$ cat src/rtl/core/tlbpt_pkg.sv
`default_nettype none
package tlbpt_pkg;
  localparam int TlbEntries = 16;
  localparam int FrameCount = 128;
  localparam int PageCount  = 256;
  localparam int VaWidth    = 16;
  localparam int PageWidth  = 8;
  localparam int OffWidth   = 8;
  localparam int FrameWidth = 7;
  localparam int PaWidth    = 15;

  // Request handed from the front end to the back end.
  typedef struct packed {
    logic [PageWidth-1:0]  page;
    logic [OffWidth-1:0]   offset;
    logic [FrameWidth-1:0] victim;
  } req_t;

  typedef enum logic [1:0] {
    BeIdle,
    BeRead,
    BeResolve,
    BeOut
  } be_state_e;
endpackage
`default_nettype wire

$ cat src/rtl/core/tlbpt_front.sv
`default_nettype none
// Accepts items, reduces the page number and holds them in a two-entry queue.
module tlbpt_front #(
  parameter int PageCount = tlbpt_pkg::PageCount
) (
  input  wire logic                               clk_i,
  input  wire logic                               rst_ni,
  input  wire logic                               in_valid_i,
  output logic                                    in_stall_o,
  input  wire logic [tlbpt_pkg::VaWidth-1:0]      virtual_address_i,
  input  wire logic [tlbpt_pkg::FrameWidth-1:0]   victim_frame_i,
  output logic                                    req_valid_o,
  input  wire logic                               req_take_i,
  output tlbpt_pkg::req_t                         req_o
);
  tlbpt_pkg::req_t q_mem_q [2];
  logic wr_q, rd_q;
  logic [1:0] cnt_q;
  tlbpt_pkg::req_t in_req;
  logic push, pop;
  logic [tlbpt_pkg::PageWidth-1:0] pg_raw;

  // Page number reduced modulo the page count by shifted compare and subtract.
  always_comb begin
    logic [15:0] pr;
    pg_raw = virtual_address_i[tlbpt_pkg::VaWidth-1 -: tlbpt_pkg::PageWidth];
    pr = 16'(pg_raw);
    for (int k = 7; k >= 0; k--) begin
      if (pr >= (16'(PageCount) << k)) pr = pr - (16'(PageCount) << k);
    end
    in_req.page = pr[tlbpt_pkg::PageWidth-1:0];
    in_req.offset = virtual_address_i[tlbpt_pkg::OffWidth-1:0];
    in_req.victim = victim_frame_i;
  end

  assign in_stall_o  = (cnt_q == 2'd2);
  assign push        = in_valid_i && !in_stall_o;
  assign req_valid_o = (cnt_q != 2'd0);
  assign pop         = req_valid_o && req_take_i;
  assign req_o       = q_mem_q[rd_q];

  // Queue storage.
  always_ff @(posedge clk_i) begin
    if (push) q_mem_q[wr_q] <= in_req;
  end

  // Queue pointers.
  always_ff @(posedge clk_i or negedge rst_ni) begin
    if (!rst_ni) begin
      wr_q <= 1'b0; rd_q <= 1'b0; cnt_q <= 2'd0;
    end else begin
      if (push) wr_q <= ~wr_q;
      if (pop) rd_q <= ~rd_q;
      cnt_q <= cnt_q + 2'(push) - 2'(pop);
    end
  end

  a_cnt: assert property (@(posedge clk_i) disable iff (!rst_ni) cnt_q <= 2'd2)
    else $error("queue overflow");
  a_full: assert property (@(posedge clk_i) disable iff (!rst_ni)
    (cnt_q == 2'd2 && !pop) |=> cnt_q == 2'd2) else $error("queue lost an item");
  a_empty: assert property (@(posedge clk_i) disable iff (!rst_ni)
    (cnt_q == 2'd0) |-> !pop) else $error("pop from empty queue");
endmodule
`default_nettype wire

$ cat config.mk
export PLATFORM = sky130hd
export DESIGN_NAME = tlbpt_front
export DESIGN_NICKNAME = d
export VERILOG_FILES = /design/src/rtl/core/tlbpt_pkg.sv /design/src/rtl/core/tlbpt_front.sv
export SDC_FILE = /design/constraint.sdc
export NUM_CORES = 1
export LEC_CHECK = 0
export ABC_AREA = 1
export ABC_CLOCK_PERIOD_IN_PS = 2000
export BUFFER_PORTS_ARGS = -buffer_cell sky130_fd_sc_hd__buf_2
export CAP_MARGIN = 10
export CORE_UTILIZATION = 40
export DETAILED_ROUTE_END_ITERATION = 8
export GPL_TIMING_DRIVEN = 0
export PLACE_DENSITY = 0.77
export SYNTH_ARGS = -nofsm -noshare
export SYNTH_HDL_FRONTEND = slang
export SYNTH_SLANG_ARGS = --single-unit
$ cat constraint.sdc
create_clock -name clk_i -period 2 [get_ports clk_i]
set_input_delay 0.1 -clock clk_i [delete_from_list [all_inputs] [get_ports clk_i]]
set_output_delay 0.1 -clock clk_i [all_outputs]
set_load 0.03 [all_outputs]
# Word level (Yosys, flattened, before mapping)
# Memories as Yosys holds them, arrays and structs flattened.
# Index checks and enable logic that the tools add are counted.
# classes
bitwise_logic,2
muxes,2
addsub,2
n_eq_ne,1
reduce_logical,4
# op_table
op,count
adder 2 x 1 -> 2 bit,1
equality test 2 bit (second input constant),1
logical AND 1 bit,2
2-to-1 mux 1 bit,2
inverter 1 bit,2
nonzero test 2 bit,1
subtractor 2 x 1 -> 2 bit,1
zero test 1 bit,1
# totals
mem_count,1
word_cells,15
out_inout_bits,25
in_bits,27
regBits,4
ramBits,46
# memory_table
memory,words,width,rd,rd_ports_with_merged_regs,write_ports,line_no,text
q_mem_q,2,23,1,0,1,tlbpt_front.sv:16,tlbpt_pkg::req_t q_mem_q [2];

# Logic depth before layout (Yosys ltp)
# logic_depth
word_depth,5
mapped_depth,10
ltp_nobuf,10

# Worst setup path after synthesis
# Ideal clock, no wire load.
# synth_path
kind,register to register
from,register cnt_q[1]
to,"memory q_mem_q[1][0] in the netlist's numbering, enable pin"
n_path_buf,0
setup_ps,403
path_stages_with_launch,4
period_less_slack_ps,1943
slack_ps,57
t_required_ps,1597
arrival_ps,1540
path_cell_list,dfrtp_1 -> nand2_1 -> nand2_1 -> nor2_1
# synth_between
elab_chain_len,5
# synth_lines
element,line_no,text
"start, declared",tlbpt_front.sv:18,logic [1:0] cnt_q;
"start signal, assigned",tlbpt_front.sv:54,cnt_q <= cnt_q + 2'(push) - 2'(pop);
equality test 2 bit,tlbpt_front.sv:36,assign in_stall_o = (cnt_q == 2'd2);
zero test 1 bit,tlbpt_front.sv:37,assign push = in_valid_i && !in_stall_o;
logical AND 1 bit,tlbpt_front.sv:37,
2-to-1 mux 1 bit,tlbpt_front.sv:44,if (push) q_mem_q[wr_q] <= in_req;
2-to-1 mux 1 bit (not written as such),tlbpt_front.sv:44,
"end, declared",tlbpt_front.sv:16,
# Every way passes these cells.

# Worst setup path in the final report
# layout_path
from,register cnt_q[1]
to,"memory q_mem_q[1][21] in the netlist's numbering, enable pin"
# Same word-level chain as after synthesis.

==> impl_metrics.json <==
{
  "grt_remaining_overflow": 0,
  "ys_seq_area_share_pct": 75.2,
  "yosys_warnings": 0,
  "vdd_ir_drop_max_mv": 0.628,
  "multiInputGateArea_um2": 379,
  "arrival_ns": 1.69,
  "synthesis.nets": 182,
  "area_delta_synth_final_pct": 34.3,
  "slew_viol_final": 0,
  "worstSetupPathType": "flip-flop to flip-flop",
  "tightest_slew_ns": 0.915,
  "vias": 1301,
  "drt_wl_total_um": 3460,
  "max_cap_viol_count": 0,
  "placedCellCount": 272,
  "cts_setup_buffers": 0,
  "drc": 0,
  "yosysUniqueCellTypes": 12,
  "clock_sinks": 50,
  "fin_area_mm2": 0.00265,
  "hold_viol": 0,
  "critPathMaxFanout": 12,
  "fmax_mhz": 596,
  "hpwl_um": 2280,
  "post_cts_resized": 0,
  "start_kind": "flip-flop",
  "postPlaceCellArea_mm2": 0.00233,
  "clkLatencyLatePin_ns": 0.29,
  "hold_path_class": "input pin to flip-flop",
  "relSlewSlack_pct": 39.0,
  "max-clock-path-buffers": 2,
  "seq_area_mm2": 0.00148,
  "drt_pass1_iterations": 4,
  "vias_per_cell": 4.29,
  "globalplace.congestion": 0.756,
  "wl_per_cell_um": 11.4,
  "nets": 265,
  "syn_area_mm2": 0.00197,
  "antenna_found_initial": 0,
  "die_w_um": 72.2,
  "period_minus_slack_ns": 1.68,
  "leakage_nw": 1.18,
  "core_area_mm2": 0.00472,
  "synth_seq_cells": 50,
  "period_share_pct": 83.9,
  "cts_max_level": 2,
  "clkTransAtPathRegs_ns": 0.08,
  "synth_area_per_cell_um2": 12.9,
  "layout-drive-gt1-share_pct": 31.8,
  "fin_cells": 303,
  "grt_usage_pct": 14.8,
  "powerDensity_mw_per_mm2": 1430,
  "setup_violations": 0,
  "fill_cells": 405,
  "postSynthCellCount": 153,
  "hold_slack_ns": 0.0541,
  "finClkSkew_ns": 0.00351,
  "finalSetupTns_ns": 0,
  "rsz0062_at_grt": "no",
  "cts_tree": "yes",
  "grt_pass1_wl_um": 5570,
  "status": "finished clean",
  "rows": 25,
  "portBuffers": 51,
  "required_ns": 2.01,
  "start_util_pct": 41.7,
  "diodes": 0,
  "worst_setup_path_end_kind": "flip-flop",
  "drt-initial-drc-count": 36,
  "ioPinCount": 52,
  "dieArea_mm2": 0.00521,
  "finalPower_w": 0.00379,
  "dieHeight_um": 72.2,
  "grt_max_degree": 24,
  "postCtsHoldBufs": 24,
  "grt_pass1_vias": 1274,
  "ant_nets": 0,
  "clockRootBuffer": "clkbuf_8",
  "cts_made_buffers": 5
}
[power breakdown]
group	total, W	switching [W]	internal [W]
Combinational	0.00174	0.00119	0.000543
Sequential	0.00151	0.0000736	0.00144
Clock	0.000541	0.000301	0.000240
Total	0.00379	0.00157	0.00222
[synth_stat cells, drive strengths merged]
cell,n,area [um^2]
dfrtp,4,100
buf,4,53.8
nand3,3,15.0
edfxtp,46,1380
clkbuf,1,13.8
nor2,1,3.75
nand2,82,333
inv,10,45.0
ha,2,25.0
[critical path, cell delays in order, from the launching register on]
cell	delay [ns]
dfrtp_1	0.40
nand2_1	0.11
nand2_1	0.11
nor2_2	0.53
buf_8	0.24
[path summary, 6_finish.rpt]
kind | startpoint | end | slack [ns] | depth (start not counted)
max reg2reg | cnt_q[1]$_DFF_PN0_ | q_mem_q[1][21]$_DFFE_PP_ | 0.32 | 4
min reg2reg | wr_q$_DFFE_PN0N_ | wr_q$_DFFE_PN0N_ | 0.49 | 2
max in group asynchronous | rst_ni | rd_q$_DFFE_PN0P_ | 1.74 | 2
min in group asynchronous | rst_ni | cnt_q[1]$_DFF_PN0_ | 0.14 | 2
max | cnt_q[1]$_DFF_PN0_ | q_mem_q[1][21]$_DFFE_PP_ | 0.32 | 4
min | req_take_i | rd_q$_DFFE_PN0P_ | 0.05 | 3
[metrics by stage]
stage                     setup WS (ns)  utilization, %
after floorplan                  0.0573               -
after global placement           -0.536            48.9
after detailed placement          0.305            49.3
after CTS                         0.283            56.1
after global routing              0.184            56.1
final                             0.322            56.1
[metal layers]
layer  global-route usage (%)  part of all wire (%)  vias up  wire length (um)
li1                         -                     -      666                 -
met1                     15.5                    41      592              1430
met2                     27.4                    53       39              1840
met3                     5.00                   4.5        4               157
met4                     5.23                  0.95        0                33
met5                        0                     0        -                 0
[cell type report]
cell class | count | area share, %
Tap cell | 67 | 3.17
Clock inverter | 1 | 0.284
Inverter | 10 | 1.70
Clock buffer | 6 | 2.74
Buffer | 5 | 2.55
Sequential cell | 50 | 56.0
Timing Repair Buffer | 76 | 19.3
Multi-Input combinational cell | 88 | 14.3
[sequential cells by signal (all words and copies together) (netlist names)]
name / flops
q_mem_q: 46
cnt_q: 2
rd_q: 1
wr_q: 1
[cell families (layout without fill, tap and decap cells)]
family,after synthesis,after routing,share of synthesized area [%]
flops,50,50,75.2
buf+inv,15,98,5.71
fa+ha+maj,2,2,1.27
simple gates,86,86,17.8
[layout by cell type, fill, tap and decap left out]
| master | Yosys | final |
|---|---|---|
| buf_12 | 1 | 1 |
| nand2_1 | 72 | 72 |
| dfrtp_1 | 4 | 4 |
| buf_2 | 0 | 51 |
| clkinvlp_4 | 0 | 1 |
| buf_8 | 0 | 1 |
| clkbuf_8 | 1 | 6 |
| nand3_1 | 3 | 3 |
| buf_6 | 3 | 3 |
| nand2_2 | 10 | 10 |
| clkbuf_1 | 0 | 1 |
| ha_1 | 2 | 2 |
| inv_1 | 9 | 9 |
| edfxtp_1 | 46 | 46 |
| nor2_2 | 0 | 1 |
| dlygate4sd3_1 | 0 | 24 |
| inv_8 | 1 | 1 |
Note: power is estimated with default switching activity, not from simulation.
